===== config.mk =====
export PLATFORM = sky130hd
export DESIGN_NAME = sbc_div
export DESIGN_NICKNAME = d
export VERILOG_FILES = /design/src/rtl/core/sbc_pkg.sv /design/src/rtl/core/sbc_div.sv
export SDC_FILE = /design/constraint.sdc
export NUM_CORES = 2
export LEC_CHECK = 0
export ABC_AREA = 0
export BUFFER_PORTS_ARGS = -buffer_cell sky130_fd_sc_hd__buf_4
export CORE_MARGIN = 1
export CORE_UTILIZATION = 45
export CTS_CLUSTER_DIAMETER = 40
export CTS_CLUSTER_SIZE = 24
export DETAILED_ROUTE_END_ITERATION = 7
export GPL_TIMING_DRIVEN = 1
export HOLD_SLACK_MARGIN = 0.06
export SLEW_MARGIN = 30
export SYNTH_ARGS = -nofsm -noshare
export SYNTH_HDL_FRONTEND = slang
export SYNTH_SLANG_ARGS = --single-unit

===== constraint.sdc =====
create_clock -name clk -period 82.1 [get_ports clk]
set_clock_uncertainty 0.1 [all_clocks]
set_input_delay 16.42 -clock clk [delete_from_list [all_inputs] [get_ports clk]]
set_output_delay 16.42 -clock clk [all_outputs]
set_load 0.02 [all_outputs]

===== src/rtl/core/sbc_pkg.sv =====
// Shared types, widths, normal codes and helpers for the swept box collision block.
`timescale 1ns / 1ps
package sbc_pkg;

  localparam int COORD_BITS     = 24;
  localparam int SIZE_BITS      = COORD_BITS - 1;
  localparam int TIME_FRAC_BITS = 16;
  localparam int TIME_BITS      = TIME_FRAC_BITS + 1;
  localparam int MARGIN_BITS    = 8;
  // distances and sums need three bits of headroom over a coordinate
  localparam int DIST_BITS      = COORD_BITS + 3;
  // magnitude of a displacement
  localparam int DEN_BITS       = COORD_BITS;
  localparam int PROD_BITS      = DIST_BITS + DEN_BITS + 1;
  localparam int REM_BITS       = DEN_BITS + 1;
  localparam int DIV_STAGES     = TIME_BITS;
  localparam int FIFO_DEPTH     = 4;

  localparam logic [MARGIN_BITS-1:0] MARGIN_RESET = MARGIN_BITS'(1);

  localparam logic [2:0] NRM_NONE    = 3'd0;
  localparam logic [2:0] NRM_PLUS_X  = 3'd1;
  localparam logic [2:0] NRM_MINUS_X = 3'd2;
  localparam logic [2:0] NRM_PLUS_Y  = 3'd3;
  localparam logic [2:0] NRM_MINUS_Y = 3'd4;

  localparam logic signed [DIST_BITS-1:0] SAT_HI = DIST_BITS'((64'd1 << (COORD_BITS - 1)) - 64'd1);
  localparam logic signed [DIST_BITS-1:0] SAT_LO = ~SAT_HI;

  typedef struct packed {
    logic signed [COORD_BITS-1:0] mover_x;
    logic signed [COORD_BITS-1:0] mover_y;
    logic        [SIZE_BITS-1:0]  mover_width;
    logic        [SIZE_BITS-1:0]  mover_height;
    logic signed [COORD_BITS-1:0] move_dx;
    logic signed [COORD_BITS-1:0] move_dy;
    logic signed [COORD_BITS-1:0] other_x;
    logic signed [COORD_BITS-1:0] other_y;
    logic        [SIZE_BITS-1:0]  other_width;
    logic        [SIZE_BITS-1:0]  other_height;
  } in_item_t;

  typedef struct packed {
    logic                         hit;
    logic        [TIME_BITS-1:0]  entry_time;
    logic        [2:0]            normal_code;
    logic signed [COORD_BITS-1:0] resolved_x;
    logic signed [COORD_BITS-1:0] resolved_y;
  } out_item_t;

  // classified request handed from the front end to the divider
  typedef struct packed {
    logic                         hit;
    logic        [2:0]            code;
    logic        [DEN_BITS-1:0]   num;
    logic        [DEN_BITS-1:0]   den;
    logic signed [COORD_BITS-1:0] rx;
    logic signed [COORD_BITS-1:0] ry;
  } job_t;

  function automatic logic signed [COORD_BITS-1:0] sat_coord(
    input logic signed [DIST_BITS-1:0] v
  );
    logic signed [DIST_BITS-1:0] c;
    c = v;
    if (v > SAT_HI) c = SAT_HI;
    if (v < SAT_LO) c = SAT_LO;
    return c[COORD_BITS-1:0];
  endfunction

endpackage


===== src/rtl/core/sbc_div.sv =====
// Back end: pipelined restoring divider for the entry time, plus the output register.
`timescale 1ns / 1ps
module sbc_div (
  input  logic               clk,
  input  logic               rst_n,
  input  logic               job_valid,
  output logic               pop,
  input  sbc_pkg::job_t      job,
  output logic               out_valid,
  input  logic               out_ready,
  output sbc_pkg::out_item_t out_item
);
  import sbc_pkg::*;

  typedef struct packed {
    logic                         hit;
    logic        [2:0]            code;
    logic signed [COORD_BITS-1:0] rx;
    logic signed [COORD_BITS-1:0] ry;
  } meta_t;

  logic                  adv;
  logic                  v_r   [DIV_STAGES];
  logic [REM_BITS-1:0]   rem_r [DIV_STAGES];
  logic [DEN_BITS-1:0]   den_r [DIV_STAGES];
  logic [TIME_BITS-1:0]  q_r   [DIV_STAGES];
  meta_t                 meta_r [DIV_STAGES];
  logic                  out_valid_r;
  out_item_t             out_item_r;

  assign adv       = !out_valid_r || out_ready;
  assign pop       = adv && job_valid;
  assign out_valid = out_valid_r;
  assign out_item  = out_item_r;

  // one quotient bit per stage, most significant first
  for (genvar k = 0; k < DIV_STAGES; k++) begin : g_stage
    logic [REM_BITS-1:0]  rem_in, rem_sh, rem_o;
    logic [DEN_BITS-1:0]  den_in;
    logic [TIME_BITS-1:0] q_in;
    meta_t                meta_in;
    logic                 v_in, qbit;
    if (k == 0) begin : g_first
      assign v_in    = pop;
      assign rem_in  = {1'b0, job.num};
      assign den_in  = job.den;
      assign q_in    = '0;
      assign meta_in = '{hit: job.hit, code: job.code, rx: job.rx, ry: job.ry};
      assign rem_sh  = rem_in;
    end else begin : g_rest
      assign v_in    = v_r[k-1];
      assign rem_in  = rem_r[k-1];
      assign den_in  = den_r[k-1];
      assign q_in    = q_r[k-1];
      assign meta_in = meta_r[k-1];
      assign rem_sh  = {rem_in[REM_BITS-2:0], 1'b0};
    end
    assign qbit  = rem_sh >= {1'b0, den_in};
    assign rem_o = qbit ? rem_sh - {1'b0, den_in} : rem_sh;

    always_ff @(posedge clk) begin
      if (!rst_n) begin
        v_r[k] <= 1'b0;
      end else if (adv) begin
        v_r[k] <= v_in;
      end
      if (adv) begin
        rem_r[k]  <= rem_o;
        den_r[k]  <= den_in;
        q_r[k]    <= {q_in[TIME_BITS-2:0], qbit};
        meta_r[k] <= meta_in;
      end
    end
  end

  // output register
  always_ff @(posedge clk) begin
    if (!rst_n) begin
      out_valid_r <= 1'b0;
    end else if (adv) begin
      out_valid_r <= v_r[DIV_STAGES-1];
    end
    if (adv) begin
      out_item_r.hit         <= meta_r[DIV_STAGES-1].hit;
      out_item_r.entry_time  <= q_r[DIV_STAGES-1];
      out_item_r.normal_code <= meta_r[DIV_STAGES-1].code;
      out_item_r.resolved_x  <= meta_r[DIV_STAGES-1].rx;
      out_item_r.resolved_y  <= meta_r[DIV_STAGES-1].ry;
    end
  end

endmodule


* Word-level counts from Yosys, hierarchy flattened *
Memory sizes are Yosys's and may differ from the RTL's. A register that Yosys moved wholly into a read port is not among the register bits.
Cells that the tools add are included.
W data, S select, Z words.

word-level totals
  output and inout bits = 71
  register bits after elaboration = 0
  logic and storage cells = 99
  memory bits (writable) = 2023
  memories = 5

cells by class
  bitwise operators = 17
  $add $sub $neg = 17
  mux-type cells = 39
  order comparisons = 17
  reductions and logical operators = 4

memories
  memory  depth  width  read ports  clocked after memory_dff  write ports  line           text
  meta_r  17     52     17          1                         17           sbc_div.sv:27  meta_t meta_r [DIV_STAGES];
  rem_r   17     25     16          0                         17           sbc_div.sv:24  logic [REM_BITS-1:0] rem_r [DIV_STAGES];
  den_r   17     24     16          0                         17           sbc_div.sv:25  logic [DEN_BITS-1:0] den_r [DIV_STAGES];
  q_r     17     17     17          1                         17           sbc_div.sv:26  logic [TIME_BITS-1:0] q_r [DIV_STAGES];
  v_r     17     1      17          1                         17           sbc_div.sv:23  logic v_r [DIV_STAGES];

operator list
  operator             number
  $mux W25             17
  $ge A25 B24 Y1       16
  $sub A25 B24 Y25     16
  $sub A24 B24 Y25     1
  $ge A24 B24 Y1       1
  $mux W1              22
  $or A1 B1 Y1         17
  $logic_not A1 Y1     2
  $logic_and A1 B1 Y1  1
  $logic_or A1 B1 Y1   1

* Longest topological paths before layout *
  depth in word-level cells = 6
  mapped depth = 15

* Worst setup path after synthesis *
Ideal clock, no wire load.

  kind = input -> output
  start point = input out_ready
  end point = output pop
  path slack = -5.464 ns
  required time = 65.580 ns
  arrival = 71.044 ns
  cell stages on the path = 4
  cells stage by stage = nor2b_1 > inv_1 > clkbuf_1 > and2_1

between the ends
  cells in the longest elaborated chain, start to end = 2

ends and longest elaborated chain
  item                 line           text
  start: declaration   sbc_div.sv:10  input logic out_ready,
  $logic_or A1 B1 Y1   sbc_div.sv:31  assign adv = !out_valid_r || out_ready;
  $logic_and A1 B1 Y1  sbc_div.sv:32  assign pop = adv && job_valid;
  end: declaration     sbc_div.sv:7   output logic pop,

No other way between the ends.

* Final worst setup path *
Ends and elaborated chain as after synthesis.

==> out/qor.yml <==
clock_sinks: 1892
layout.nets: 6473
vias: 43488
pin_count: 175
path_class: "in -> out"
slew_headroom_pct: 38.5
yosys-top-cells-area: "edfxtp_1 70%, ha_1 6.3%, inv_1 2.3%"
grt_pass1_vias: 44398
n_antenna_cell: 0
critPathLaunchType: "input port"
worstMarginPinSlew_ns: 0.923
setup_tns_ns: 0
ys_seq_area_share_pct: 70.0
syn-instance-count: 5510
dieArea_um2: 182000
io_buffers: 174
yosysWarnings: 0
grt_pass1_wl_um: 219000
syn_to_final_growth_pct: 18.0
syn_area_per_cell_um2: 14.7
clock.fmax_mhz: 29.1
syn_nets: 6037
status: "completed"
cellLeakagePower_nw: 38.7
hold_buffers: 0
yosysUniqueCellTypes: 92
async_reset_ff_share_pct: 0
gr-total-overflow: 0
vias_per_cell: 5.10
grt_use_total_pct: 14.9
grt_max_degree: 198
ys_ff_latch: 1892
wl_per_cell_um: 15.9
die_w_um: 427
arrival_ns: 17.83
cts_resized: 0
hpwl_um: 91800
cts_max_level: 5
cts_root_buf: "clkbuf_16"
hold_viol: 0
rsz0062_at_grt: "no"
synth_edf_count: 1890
path_clk_slew_ns: 0.04
power_density_nw_per_um2: 38.5
dpl.cell_count: 7989
wl_um: 136000
drive_gt1_share_pct: 14.6
antenna_found_initial: 0
finalCritPeriodShare_pct: 41.8
yosysMostFrequentCell: "edfxtp_1"
required_ns: 65.58
post_cts_buffers: 0
core_region_area_um2: 179000
finalWorstSetupSlack_ns: 47.75
drv_cap: 0
syn-cell-area_um2: 81200
ant_nets: 0
end_kind: "output port"
drt_iter0_markers: 2091
drc_errors: 0
gp_congestion: 0.888
final_cells: 8526
crit_fanout: 125
insertion_delay_ns: 0.91
synth_largest_area_cell: "edfxtp_1"
min_path_type: "reg -> reg"
slew_viol_final: 0
synth_common_cells: "1890 x edfxtp_1, 497 x inv_1, 407 x ha_1"
die_h_um: 427
dr.pass1.iters: 7
place_ws_ns: 47.74
setup_viol: 0
cts_inserted_buffers: 307
ir_drop_mv: 0.0256
placementRows: 155
synth_top_area_share_pct: 69.9
initial_core_util_pct: 45.4
cts_tree: "yes"
synthFlopType: "edfxtp_1"
fin_crit_ns: 34.35
clockBufferDepth: 4
## report_power, final
group          switching, mW  internal (mW)  total (mW)
logic                  0.564          0.472        1.04
registers             0.0813           1.31        1.39
clock network          0.442          0.824        1.27
total                   1.09           2.60        3.69
## area by class of cell
cell class,instances,area (µm²)
timing repair buffer,212,1720
sequential,1892,56800
tap,2355,2950
multi-input combinational,3036,22200
clock buffer,346,7980
fill,14486,83000
inverter,497,1870
clock inverter,188,2320
## critical path, cell delays in order
cell and delay (ns):
buf_4 0.11, nor2b_1 0.46, inv_8 0.39, and2_1 0.29, buf_4 0.15
## per-stage QoR
stage	total power, mW	hold WS [ns]	instance area (µm²)	utilization (%)
3_5_place_dp	2.44	0.305	85400	47.8
2_1_floorplan	2.19	0.300	81200	-
3_3_place_gp	2.42	0.300	85400	47.7
5_1_grt	3.91	0.284	95800	53.6
6_report	3.69	0.278	95800	53.6
4_1_cts	3.74	0.280	95700	53.5
## sequential cells by signal, summed over array words and instances (netlist names)
signal,cells
meta_r,884
den_r,384
rem_r,384
q_r,153
out_item,69
v_r,17
out_valid,1
## logic make-up (layout without fill, tap and decap cells)
logic type	after synthesis	in the layout	share of synthesized area [%]
DFF	1892	1892	70.0
AOI/OAI and AO/OA	1158	1158	9.03
and+or+nand+nor	973	973	5.75
buffers and inverters	582	1243	2.79
adders and majority gates	423	423	6.67
xor gates and xnor gates	310	310	3.35
muxes	172	172	2.44
## metal layers
layer | GRT usage [%] | wire (µm) | part of all wire, % | vias up
li1 | - | - | - | 21561
met1 | 15.2 | 51400 | 38 | 20685
met2 | 27.5 | 71300 | 53 | 846
met3 | 3.66 | 5740 | 4.2 | 396
met4 | 8.89 | 7210 | 5.3 | 0
met5 | 0 | 0 | 0 | -
## layout by cell type (no fill, tap or decap), drive strengths merged, types with 11 or more instances in the layout
master / netlist / routed
edfxtp: 1890 / 1890
inv: 497 / 532
ha: 407 / 407
clkbuf: 62 / 346
o21ai: 344 / 344
nand2: 330 / 330
a21oi: 299 / 299
buf: 23 / 212
nor2: 211 / 211
xnor2: 176 / 176
a21o: 171 / 171
mux2: 158 / 158
xor2: 134 / 134
clkinv: 0 / 85
nand3: 70 / 70
nand2b: 69 / 69
o21a: 64 / 64
nand4: 54 / 54
nor2b: 50 / 50
and3: 44 / 44
nor3: 43 / 43
bufinv: 0 / 38
a31oi: 36 / 36
a211oi: 30 / 30
clkinvlp: 0 / 30
o21bai: 28 / 28
o31ai: 24 / 24
or3: 21 / 21
o211ai: 19 / 19
and2: 18 / 18
fa: 16 / 16
or2: 16 / 16
nor4: 16 / 16
o31a: 15 / 15
mux2i: 14 / 14
a21boi: 12 / 12
a211o: 11 / 11
## worst paths after layout
| path | from | to | slack [ns] | cells past startpoint |
|---|---|---|---|---|
| worst max-delay path | out_ready | pop | 47.75 | 5 |
| worst min-delay path | meta_r[5][43] | meta_r[6][43] | 0.28 | 0 |
| worst max register to register | out_valid | meta_r[12][37] | 77.07 | 7 |
| worst min register to register | meta_r[5][43] | meta_r[6][43] | 0.28 | 0 |
Power figures use the tool's default switching activity.
