--- src/rtl/core/sbc_pkg.sv ---
// Shared types, widths, normal codes and helpers for the swept box collision block.
`timescale 1ns / 1ps
package sbc_pkg;

  localparam int COORD_BITS     = 24;
  localparam int SIZE_BITS      = COORD_BITS - 1;
  localparam int TIME_FRAC_BITS = 16;
  localparam int TIME_BITS      = TIME_FRAC_BITS + 1;
  localparam int MARGIN_BITS    = 8;
  // distances and sums need three bits of headroom over a coordinate
  localparam int DIST_BITS      = COORD_BITS + 3;
  // magnitude of a displacement
  localparam int DEN_BITS       = COORD_BITS;
  localparam int PROD_BITS      = DIST_BITS + DEN_BITS + 1;
  localparam int REM_BITS       = DEN_BITS + 1;
  localparam int DIV_STAGES     = TIME_BITS;
  localparam int FIFO_DEPTH     = 4;

  localparam logic [MARGIN_BITS-1:0] MARGIN_RESET = MARGIN_BITS'(1);

  localparam logic [2:0] NRM_NONE    = 3'd0;
  localparam logic [2:0] NRM_PLUS_X  = 3'd1;
  localparam logic [2:0] NRM_MINUS_X = 3'd2;
  localparam logic [2:0] NRM_PLUS_Y  = 3'd3;
  localparam logic [2:0] NRM_MINUS_Y = 3'd4;

  localparam logic signed [DIST_BITS-1:0] SAT_HI = DIST_BITS'((64'd1 << (COORD_BITS - 1)) - 64'd1);
  localparam logic signed [DIST_BITS-1:0] SAT_LO = ~SAT_HI;

  typedef struct packed {
    logic signed [COORD_BITS-1:0] mover_x;
    logic signed [COORD_BITS-1:0] mover_y;
    logic        [SIZE_BITS-1:0]  mover_width;
    logic        [SIZE_BITS-1:0]  mover_height;
    logic signed [COORD_BITS-1:0] move_dx;
    logic signed [COORD_BITS-1:0] move_dy;
    logic signed [COORD_BITS-1:0] other_x;
    logic signed [COORD_BITS-1:0] other_y;
    logic        [SIZE_BITS-1:0]  other_width;
    logic        [SIZE_BITS-1:0]  other_height;
  } in_item_t;

  typedef struct packed {
    logic                         hit;
    logic        [TIME_BITS-1:0]  entry_time;
    logic        [2:0]            normal_code;
    logic signed [COORD_BITS-1:0] resolved_x;
    logic signed [COORD_BITS-1:0] resolved_y;
  } out_item_t;

  // classified request handed from the front end to the divider
  typedef struct packed {
    logic                         hit;
    logic        [2:0]            code;
    logic        [DEN_BITS-1:0]   num;
    logic        [DEN_BITS-1:0]   den;
    logic signed [COORD_BITS-1:0] rx;
    logic signed [COORD_BITS-1:0] ry;
  } job_t;

  function automatic logic signed [COORD_BITS-1:0] sat_coord(
    input logic signed [DIST_BITS-1:0] v
  );
    logic signed [DIST_BITS-1:0] c;
    c = v;
    if (v > SAT_HI) c = SAT_HI;
    if (v < SAT_LO) c = SAT_LO;
    return c[COORD_BITS-1:0];
  endfunction

endpackage

--- src/rtl/core/sbc_fifo.sv ---
// Short request queue between the front end and the divider.
`timescale 1ns / 1ps
module sbc_fifo (
  input  logic          clk,
  input  logic          rst_n,
  input  logic          push,
  input  sbc_pkg::job_t push_job,
  output logic          full,
  input  logic          pop,
  output logic          not_empty,
  output sbc_pkg::job_t pop_job
);
  import sbc_pkg::*;

  localparam int AW = $clog2(FIFO_DEPTH);

  job_t            mem_r [FIFO_DEPTH];
  logic [AW-1:0]   wp_r, rp_r;
  logic [AW:0]     cnt_r;

  assign full      = (cnt_r == (AW + 1)'(FIFO_DEPTH));
  assign not_empty = (cnt_r != '0);
  assign pop_job   = mem_r[rp_r];

  // storage
  always_ff @(posedge clk) begin
    if (push) mem_r[wp_r] <= push_job;
  end

  // pointers and fill count
  always_ff @(posedge clk) begin
    if (!rst_n) begin
      wp_r  <= '0;
      rp_r  <= '0;
      cnt_r <= '0;
    end else begin
      if (push) wp_r <= wp_r + 1'b1;
      if (pop)  rp_r <= rp_r + 1'b1;
      unique case ({push, pop})
        2'b10:   cnt_r <= cnt_r + 1'b1;
        2'b01:   cnt_r <= cnt_r - 1'b1;
        default: cnt_r <= cnt_r;
      endcase
    end
  end

endmodule

--- config.mk ---
export PLATFORM = sky130hd
export DESIGN_NAME = sbc_fifo
export DESIGN_NICKNAME = d
export VERILOG_FILES = /design/src/rtl/core/sbc_pkg.sv /design/src/rtl/core/sbc_fifo.sv
export SDC_FILE = /design/constraint.sdc
export NUM_CORES = 1
export LEC_CHECK = 0
export ABC_AREA = 1
export ABC_CLOCK_PERIOD_IN_PS = 5350
export BUFFER_PORTS_ARGS = -buffer_cell sky130_fd_sc_hd__clkbuf_2
export CORE_ASPECT_RATIO = 0.9
export CORE_UTILIZATION = 40
export DETAILED_ROUTE_END_ITERATION = 6
export HOLD_SLACK_MARGIN = 0.15
export PLACE_DENSITY = 0.57
export REMOVE_ABC_BUFFERS = 1
export SLEW_MARGIN = 10
export SYNTH_ARGS = -nofsm -noshare
export SYNTH_HDL_FRONTEND = slang
export SYNTH_SLANG_ARGS = --single-unit
--- constraint.sdc ---
create_clock -name clk -period 5.35 [get_ports clk]
set_input_delay 0.8025 -clock clk [delete_from_list [all_inputs] [get_ports clk]]
set_output_delay 0.8025 -clock clk [all_outputs]
set_load 0.02 [all_outputs]
## Yosys cells after proc, flatten, opt, wreduce, memory -nomap -nowiden

Memory sizes are Yosys's and may differ from the RTL's. A register that Yosys moved wholly into a read port is not among the register bits.
Index checks and enable logic that the tools add are counted.

| storage, ports and cells | value |
|---|---|
| latch bits | 0 |
| logic and storage cells | 18 |
| memory bits (writable) | 400 |
| ROM bits | 0 |
| memories | 1 |
| flip-flop bits (word level) | 7 |
| bits of input ports | 104 |
| output and inout bits | 102 |

Memory list:

| memory | words | bits a word | rd ports | clocked after memory_dff | write ports | RTL line | source |
|---|---|---|---|---|---|---|---|
| mem_r | 4 | 100 | 1 | 1 | 1 | sbc_fifo.sv:17 | `job_t mem_r [FIFO_DEPTH];` |

| cells by class | value |
|---|---|
| bitwise logic cells | 0 |
| muxes and demuxes | 5 |
| reduce and logical (&&, ||, !) cells | 2 |
| add/sub/neg operators | 4 |
| equal/unequal tests | 3 |
| order comparisons | 0 |
| shift operators | 0 |
| divide/modulo/power cells | 0 |
| multipliers | 0 |

Operators with widths:

| cell | number |
|---|---|
| 3-bit one-hot mux with 2 select lines | 1 |
| 2-bit by 1-bit adder with 2-bit output (second input constant) | 2 |
| 2-bit 2-to-1 mux | 2 |
| 3-bit by 1-bit adder with 3-bit output (second input constant) | 1 |
| 3-bit equality test (second input constant) | 1 |
| 3-bit nonzero test | 1 |
| 3-bit by 1-bit subtractor with 3-bit output (second input constant) | 1 |
| 2-bit by 1-bit equality test with 1-bit output (second input constant) | 1 |
| 2-bit equality test (second input constant) | 1 |
| 1-bit 2-to-1 mux | 2 |
| 2-bit nonzero test | 1 |

## Logic depth before layout (Yosys ltp)

Gate-level depths: netlist (run 1).

| depth | value |
|---|---|
| word-level depth | 3 |
| gate-level depth with buffers | 10 |
| depth with buffers taken out | 10 |

## Worst setup path after synthesis (run 1)

Ideal clock, no wire load.

| path | value |
|---|---|
| path type | in2reg |
| from | in push |
| to | mem mem_r[0][0] (netlist name) (enable) |
| path slack | 2129 ps |
| arrival time | 2768 ps |
| path buffers | 0 |
| stages | 2 |
| data required time | 4897 ps |
| setup time | 453 ps |
| cells stage by stage | nand2_1 > inv_1 |

| between the ends | value |
|---|---|
| longest elaborated chain between the ends | 2 |

Ends and longest elaborated chain:

| what | RTL line | source |
|---|---|---|
| start, declared | sbc_fifo.sv:6 | `input logic push,` |
| 1-bit 2-to-1 mux | sbc_fifo.sv:27 | `if (push) mem_r[wp_r] <= push_job;` |
| 1-bit 2-to-1 mux (not written as such) | sbc_fifo.sv:27 |  |
| end, declared | sbc_fifo.sv:17 |  |

No other way between the ends.

==> out/summary.txt, run 1 <==
Outcome: completed
Clk Latency, worst-skew pair: 0.53 ns
DIE HEIGHT: 188 um
Worst rel slew slack: 0.293
Final Instance Area: 18,000 um^2
Clk sink count: 409
Maxcap violations: 0
RSZ-0062 raised after global routing: no
Net Sw Frac: 0.232
HP Class: register to register
Overflow after GRT: 0
P&R area growth vs syn: 17.0%
Starting Density: 0.410
Largest net degree at the start of global routing: 185
Commonest non-fill, non-tap cell in the layout: edfxtp_1
Most frequent cells in the layout: edfxtp_1, clkbuf_2, nor2_1
Layout cell share with drive strength beyond 1: 0.229
DRT antenna net count: 0
Antenna cells: 0
Fin nets: 1,333
Hpwl dp: 18,500 um
Io pins: 206
Post-CTS Resized: 0
Netlist Area Pre-Place: 15,400 um^2
CTS H-tree depth: 2
1st-iter DRT viols: 532
Critical-path top delay cell: clkinv_2
Fin. max-slew vios: 0
Die W: 209 um
Row count: 67
CP top delay family: buffers and inverters
Sw power: 1.69 mW
Setup Buffers After CTS: 0
Static Leak: 6.31 nW
R2R setup slack: 3.18 ns
Placed cell count: 1,661
VDD IR-drop max: 0.292 mV
Die footprint: 39,300 um^2
Synthesis Warnings: 0
Cell variety after synth: 26
Flop pwr share: 0.509
Total internal power: 5.58 mW
Clk network pwr share: 0.394
Crit-path max cell delay: 0.73 ns
Crit-path max FO: 56
Final WL: 33,300 um
Register area share after synthesis: 0.792
Clock skew: 0.00700 ns
Via count: 9,040
Max Freq: 0.274 GHz
Comb pwr share: 0.097
Cell Area, Placed: 16,600 um^2
Hold_buf cts: 0
Clock buffer depth: 3
Crit. End Element: output port
Cell Count, Final, Fillers Out: 1,738
Min Tclk post-route: 3.65 ns
Mapped Cells: 1,024
Placer Congestion: 0.716
Drt drc: 0
Worst-margin pin slew: 1.06 ns
CTS tree: yes
Initial antenna violation count: 4
Crit path kind: register to output port
Core area: 37,600 um^2
Critical path buffer and inverter count: 3
Final Hold Viols: 0
Root buffer cell: clkbuf_16
Number of global-route vias before repair: 8,998
Clock-pin slew on the worst setup and hold paths: 0.06 ns
First-pass GRT wire length: 52,000 um
Crit-path cells: clkinv_2 > buf_12 > o21ai_1 > o22ai_1 > clkbuf_2
Final period util: 0.682
IO Port Bufs: 205
Finish-stage setup viols: 0
CTS Buf Count: 43
Worst EP required: 4.55 ns
WP data arrival: 2.85 ns
Via density: 5.20
Pre-Repair DR Iteration Count: 4
Synthesized flop and latch total: 409
Post-synthesis area per instance: 15.0 um^2
Avg WL per Cell: 19.2 um
Power per cell area: 403 nW/um^2
CP Launch Type: register
GRT Total Usage: 0.171
-- flip-flops by register name, indices dropped and copies added, names as in the netlist, named ones only --
| signal | cells |
|---|---|
| wp_r | 2 |
| mem_r | 400 |
| rp_r | 2 |
| cnt_r | 3 |
-- synthesized netlist by cell type, drive strengths merged --
library cell  count  area share
a21oi             5      0.0016
buf              33       0.025
clkbuf           32      0.0098
clkinv            1     0.00024
dfxtp             9       0.012
edfxtp          400        0.78
fa                1      0.0013
ha                5      0.0041
inv              16      0.0041
nand2             9      0.0022
nand3             2     0.00065
nand4             1     0.00041
nor2            203       0.050
nor3              1     0.00032
o21ai           206       0.068
o22ai           100       0.041
-- routing by layer --
metal,global-route usage,up-vias,share of wire
li1,-,4284,-
met1,0.235,4516,0.45
met2,0.271,191,0.47
met3,0.0494,43,0.064
met4,0.0356,6,0.012
met5,0,-,0.0014
-- worst register-to-register path, stage by stage (launching register included) --
cell,delay [ns]
dfxtp_1,0.33
inv_1,0.12
ha_1,0.15
nand2_1,0.08
inv_4,0.59
buf_4,0.54
-- path summary, 6_finish.rpt --
path / from / endpoint / cells past startpoint
worst min register to register: rp_r[1] / register / 1
worst max register to register: wp_r[0] / mem_r[2][89] / 5
worst max-delay path: register / pop_job[54] / 5
worst min-delay path: rp_r[1] / register / 1
-- kinds of logic after synthesis --
logic type / count (synthesis) / share of synthesized area
compound gates: 311 / 0.111
fa+ha+maj: 6 / 0.00536
buf+inv: 82 / 0.0388
flops: 409 / 0.792
simple gates: 216 / 0.0532
-- cell type report --
class,instances,area [um^2]
flip-flops and latches,409,12200
fillers,3252,19500
clock buffers,52,1150
multi-input cells,533,2610
inverters,17,80.1
clock inverters,25,210
repair buffers,219,1160
well taps,483,604
-- stage by stage --
stage	setup WS (ns)	utilization	power, mW	TNS, ns	hold WS, ns
after global routing	1.46	0.479	7.54	0	0.464
after detailed placement	2.23	0.443	4.48	0	0.444
final	1.70	0.479	7.27	0	0.452
after CTS	1.65	0.479	7.35	0	0.458
after global placement	2.26	0.443	4.47	0	0.451
after floorplan	-0.882	-	4.18	-88.16	0.412
-- power by group through the flow --
stage	Combinational (mW)	Sequential (mW)	Clock [mW]
6_report	0.705	3.70	2.86
5_1_grt	0.778	3.71	3.05
4_1_cts	0.718	3.70	2.93
3_5_place_dp	0.717	3.77	0
3_3_place_gp	0.710	3.76	0
2_1_floorplan	0.394	3.79	0
No activity file was read; power rests on OpenSTA's default activity.
==> inputs of run 2 (changes only) <==
ABC_CLOCK_PERIOD_IN_PS = 3750   (was 5350)
clock period = 3.75 ns   (was 5.35 ns; I/O delays follow)
==> run 2 against run 1 <==
Against the previous run:
- worst setup slack got worse by 1.0 ns
- combinational power increased by 46%
- power up 42%
- hold slack worse by 0.21 ns
- critical endpoint is now pop_job[82]
- final area is 0.31% higher
- register-to-register slack got worse by 1.4 ns
- first-iteration DRC count increased by 2.6%
- clock skew increased by 0.0052 ns
- wire length increased by 0.71%
- sequential power increased by 42%
- clock power increased by 41%
- count of clock-buffer cells in the layout grew 3
==> out/summary.txt, run 2 (synthesized netlist as in run 1, its figures left out) <==
WP data arrival: 2.50 ns (-0.35 ns)
Avg WL per Cell: 19.3 um (+0.59%)
Final Hold Viols: 0 (unchanged)
Finish-stage setup viols: 0 (unchanged)
Row count: 67 (unchanged)
Initial antenna violation count: 3 (-1)
Power per cell area: 571 nW/um^2 (+42%)
Via count: 8,981 (-0.65%)
Setup Buffers After CTS: 0 (unchanged)
CTS tree: yes
Fin. max-slew vios: 0 (unchanged)
Post-CTS Resized: 0 (unchanged)
Static Leak: 6.33 nW (+0.26%)
Worst r2r dst: mem_r[0][19]
Die footprint: 39,300 um^2 (unchanged)
R2R setup slack: 1.79 ns (-1.39 ns)
Crit. End Element: output port
Crit-path max FO: 77 (+38%)
Flop pwr share: 0.511 (+0.002)
Clk network pwr share: 0.390 (-0.004)
Worst EP required: 3.19 ns (-1.36 ns)
Clock-pin slew on the worst setup and hold paths: 0.06 ns (about the same)
HP Class: primary input to register
Total internal power: 7.90 mW (+42%)
Hold_buf cts: 0 (unchanged)
Flip-flop count of the largest register after layout: 400 (unchanged)
Hold_ws: 0.244 ns (-0.208 ns)
DP Worst Slack: 1.16 ns (-1.07 ns)
Top Registers: mem_r: 400 flops, cnt_r: 3 flops
Die W: 209 um (unchanged)
VDD IR-drop max: 0.313 mV (+7.4%)
Largest net degree at the start of global routing: 201 (+8.6%)
Overflow after GRT: 0 (unchanged)
RSZ-0062 raised after global routing: no
DRT antenna net count: 0 (unchanged)
Crit-path cells: buf_4 > o21ai_0 > o22ai_1 > clkbuf_2
CP top delay family: buffers and inverters
Clock buffer depth: 3 (unchanged)
Core area: 37,600 um^2 (unchanged)
Net Sw Frac: 0.234 (+0.00203)
Outcome: completed
Fin nets: 1,336 (+0.23%)
Most frequent cells in the layout: edfxtp_1, clkbuf_2, nor2_1
Hold Path Origin: push_job[57]
Starting Density: 0.410 (unchanged)
Io pins: 206 (unchanged)
Final period util: 0.816
Critical-path top delay cell: buf_4
Layout cell share with drive strength beyond 1: 0.232 (+0.00221)
Hpwl dp: 18,200 um (-1.3%)
Maxcap violations: 0 (unchanged)
CTS H-tree depth: 2 (unchanged)
Root buffer cell: clkbuf_16
Drt drc: 0 (unchanged)
Clock skew: 0.0122 ns (+0.00517 ns)
Hold path depth: 1 (unchanged)
Placer Congestion: 0.725 (+1.1%)
Hold EP: mem_r[0][57]
DIE HEIGHT: 188 um (unchanged)
Pre-Repair DR Iteration Count: 5 (+1)
Worst-margin pin slew: 0.881 ns (-0.180 ns)
CP Launch Type: register
Worst rel slew slack: 0.413 (+0.120)
IO Port Bufs: 205 (unchanged)
First-pass GRT wire length: 51,200 um (-1.5%)
Biggest register: mem_r
Number of fill cells: 3,334 (+2.5%)
Clk Latency, worst-skew pair: 0.53 ns (about the same)
1st-iter DRT viols: 546 (+2.6%)
Min Tclk post-route: 3.06 ns
CTS Buf Count: 43 (unchanged)
Number of global-route vias before repair: 8,668 (-3.7%)
Via density: 5.16 (-0.77%)
P&R area growth vs syn: 17.3%
Critical path buffer and inverter count: 2 (-1)
Clk sink count: 409 (unchanged)
Final WL: 33,600 um (+0.71%)
Reg2reg path depth: 5 (unchanged)
Max Freq: 0.327 GHz
Worst flop-to-flop path startpoint: wp_r[0]
Commonest non-fill, non-tap cell in the layout: edfxtp_1
Crit path kind: register to output port
Sw power: 2.42 mW (+43%)
Crit-path max cell delay: 0.75 ns (+0.02 ns)
Comb pwr share: 0.100 (+0.003)
Fin worst setup slack: 0.691 ns (-1.01 ns)
GRT Total Usage: 0.170 (-0.00172)
==> run 2: changes by cell type in the layout (fill, tap and decap cells not counted), sizes merged <==
cell / before / now
buf: 14 / 17
bufinv: 4 / 3
clkbuf: 257 / 260
diode: 0 / 1
clkinv: 21 / 18
inv: 17 / 16
==> run 2: worst register-to-register path: stages (launching register included) <==
cell	delay (ns)
dfxtp_1	0.32
inv_1	0.12
ha_1	0.16
nand2_1	0.08
inv_4	0.50
buf_4	0.44
==> run 2: cell type report <==
type | count | area, um^2 | share of cell area
sequential | 409 | 12200 | 0.675
multi-input combinational | 533 | 2610 | 0.144
timing repair buffer | 222 | 1240 | 0.0687
clock buffer | 55 | 1160 | 0.0644
tap | 483 | 604 | 0.0335
clock inverter | 20 | 166 | 0.00921
inverter | 17 | 80.1 | 0.00443
antenna | 1 | 2.50 | 0.000139
==> run 2: metal layers <==
layer  part of all wire  vias up  routed length (um)  GRT usage
met5            0.00086        -                  29          0
met4              0.018        4                 605     0.0424
met3              0.061       55                2060     0.0459
met2               0.47      216               15600      0.268
met1               0.45     4421               15200      0.232
li1                   -     4285                   -          -
==> run 2: power groups by stage <==
stage | combinational, mW | sequential (mW) | clock [mW]
after floorplan | 0.563 | 5.40 | 0
after global placement | 1.04 | 5.36 | 0
after detailed placement | 1.05 | 5.37 | 0
after CTS | 1.05 | 5.27 | 4.12
after global routing | 1.12 | 5.28 | 4.28
final | 1.03 | 5.27 | 4.02
==> run 2: worst max-delay path by stage <==
| stage | endpoint | cells past startpoint | start | slack [ns] |
|---|---|---|---|---|
| 2_1_floorplan | pop_job[0] | 3 | register | -2.24 |
| 3_3_place_gp | pop_job[87] | 4 | register | 1.19 |
| 3_5_place_dp | pop_job[94] | 4 | register | 1.16 |
| 4_1_cts | pop_job[94] | 4 | register | 0.58 |
| 5_1_grt | pop_job[88] | 4 | register | 0.46 |
| 6_report | pop_job[82] | 4 | register | 0.69 |
==> run 2: through the flow <==
step                       util  cells  area [um^2]  setup TNS, ns  power (mW)
after floorplan               -    959        14900        -224.16        5.97
after global placement    0.445   1664        16700              0        6.40
after detailed placement  0.445   1664        16700              0        6.41
after CTS                 0.481   1739        18100              0        10.4
after global routing      0.481   1739        18100              0        10.7
final                     0.481   1740        18100              0        10.3
==> inputs of run 3 (changes only) <==
ABC_CLOCK_PERIOD_IN_PS = 2600   (was 3750)
PLACE_DENSITY = 0.59   (was 0.57)
clock period = 2.6 ns   (was 3.75 ns; I/O delays follow)
==> run 3 against run 2 <==
Against the previous run:
- utilization is 2.8 points higher
- combinational power increased by 61%
- global-route usage increased by 0.63 points
- clock power is 35% higher
- worst setup slack worse by 0.55 ns
- count of clock-buffer cells in the layout shrank 4
- die area is the same
- wire length is 3.1% higher
- critical path type unchanged
- critical endpoint is now pop_job[97]
- largest cell class unchanged
- largest power group unchanged
==> out/summary.txt, run 3 (synthesized netlist as in run 1, its figures left out) <==
Crit path kind: register to output port
Number of global-route vias before repair: 9,451 (+9.0%)
Worst-margin pin slew: 0.627 ns (-0.253 ns)
Commonest non-fill, non-tap cell in the layout: edfxtp_1
Via count: 9,404 (+4.7%)
Root buffer cell: clkbuf_16
Biggest register: mem_r
Worst EP required: 2.21 ns (-0.98 ns)
Net Sw Frac: 0.242 (+0.00813)
Via density: 5.09 (-1.5%)
Power after layout: 14.7 mW (+42%)
Avg WL per Cell: 18.7 um (-2.9%)
Row count: 67 (unchanged)
Clk network pwr share: 0.369 (-0.021)
Total internal power: 11.1 mW (+41%)
Comb pwr share: 0.113 (+0.013)
Pre-Repair DR Iteration Count: 5 (unchanged)
Number of fill cells: 3,169 (-4.9%)
Fin util: 0.509 (+0.0284)
Clock buffer depth: 3 (unchanged)
1st-iter DRT viols: 537 (-1.6%)
Max Freq: 0.407 GHz
Overflow after GRT: 0 (unchanged)
Top Registers: mem_r: 400 flops, cnt_r: 3 flops
WP data arrival: 2.07 ns (-0.43 ns)
Maxcap violations: 0 (unchanged)
Die W: 209 um (unchanged)
CTS tree: yes
Starting Density: 0.410 (unchanged)
Initial antenna violation count: 4 (+1)
RSZ-0062 raised after global routing: no
Die footprint: 39,300 um^2 (unchanged)
Static Leak: 6.77 nW (+7.0%)
Finish-stage setup viols: 0 (unchanged)
Fin. max-slew vios: 0 (unchanged)
VDD IR-drop max: 0.697 mV (+120%)
Hpwl dp: 19,000 um (+4.3%)
Crit-path max FO: 55 (-29%)
Sw power: 3.55 mW (+47%)
First-pass GRT wire length: 53,200 um (+3.9%)
Clk Latency, worst-skew pair: 0.55 ns (+0.02 ns)
Largest net degree at the start of global routing: 101 (-50%)
Layout cell share with drive strength beyond 1: 0.220 (-0.0117)
Power per cell area: 767 nW/um^2 (+34%)
Final setup TNS: 0 ns (unchanged)
Cell Count, Final, Fillers Out: 1,849 (+6.3%)
DIE HEIGHT: 188 um (unchanged)
DRT antenna net count: 0 (unchanged)
Core area: 37,600 um^2 (unchanged)
CP Launch Type: register
Clk sink count: 409 (unchanged)
IO Port Bufs: 205 (unchanged)
Worst rel slew slack: 0.582 (+0.169)
Min Tclk post-route: 2.46 ns
Outcome: completed
Flip-flop count of the largest register after layout: 400 (unchanged)
P&R area growth vs syn: 24.3%
Final WL: 34,600 um (+3.1%)
HP Class: primary input to register
Placer Congestion: 0.703 (-3.0%)
Hold_ws: 0.186 ns (-0.0579 ns)
Most frequent cells in the layout: edfxtp_1, clkbuf_2, nor2_1
Drt drc: 0 (unchanged)
Flop pwr share: 0.518 (+0.007)
Clock-pin slew on the worst setup and hold paths: 0.06 ns (about the same)
CTS Buf Count: 43 (unchanged)
Clock skew: 0.00776 ns (-0.00441 ns)
Final period util: 0.945
CTS H-tree depth: 2 (unchanged)
Fin nets: 1,446 (+8.2%)
Final Hold Viols: 0 (unchanged)
Crit. End Element: output port
Io pins: 206 (unchanged)
Placed cell count: 1,672 (+0.48%)
GRT Total Usage: 0.176 (+0.00634)
## run 3: cell types whose count changed in the layout (fill, tap and decap cells not counted)
cell,before,now
buf_12,7,14
buf_6,0,2
clkinvlp_4,0,3
clkinv_2,7,8
inv_6,1,2
clkinv_4,1,0
diode_2,1,2
clkbuf_16,45,43
dlygate4sd3_1,0,101
inv_8,0,1
bufinv_16,3,0
clkbuf_1,10,8
## run 3: worst paths after layout
kind                  end  slack [ns]  cells past startpoint      from
max           pop_job[97]        0.14                      5  register
min              register        0.19                      3       pop
max reg2reg  mem_r[2][70]        0.94                      5   wp_r[0]
min reg2reg      register        0.46                      1   rp_r[1]
## run 3: per-stage QoR
| stage | instance area (um^2) | setup WS, ns |
|---|---|---|
| finish | 19100 | 0.144 |
| floorplan | 14900 | -3.22 |
| global route | 19100 | 0.0361 |
| CTS | 19100 | 0.0351 |
| detailed placement | 16900 | 0.645 |
| global placement | 16900 | 0.654 |
## run 3: cell type report
cell class / count / area, um^2 / area share
sequential: 409 / 12200 / 0.638
inverter: 17 / 80.1 / 0.00419
antenna: 2 / 5.00 / 0.000262
multi-input combinational: 533 / 2610 / 0.136
timing repair buffer: 332 / 2410 / 0.126
clock inverter: 22 / 115 / 0.00602
tap: 483 / 604 / 0.0316
clock buffer: 51 / 1110 / 0.0578
## run 3: repair_timing
action	4_1_cts	5_1_grt
setup endpoints to repair	0	16
hold endpoints to repair	406	0
hold buffers	101	0
resized for setup	0	1
setup buffers	0	1
## run 3: critical path: stages (launching register included)
cell and delay, ns:
dfxtp_4 0.38, inv_6 0.26, buf_12 0.29, nor2_1 0.08
o22ai_1 0.23, clkbuf_2 0.21
## run 3: power groups by stage
stage               clock, mW  sequential (mW)  combinational (mW)
detailed placement          0             7.74                1.54
global placement            0             7.74                1.53
finish                   5.42             7.60                1.66
floorplan                   0             7.80               0.812
CTS                      5.57             7.60                1.67
global route             5.79             7.62                1.80
## run 3: routing by layer
metal / routed length, um / global-route usage
met1: 15500 / 0.228
met2: 16200 / 0.289
met3: 2130 / 0.0447
met4: 773 / 0.0560
met5: 22 / 0
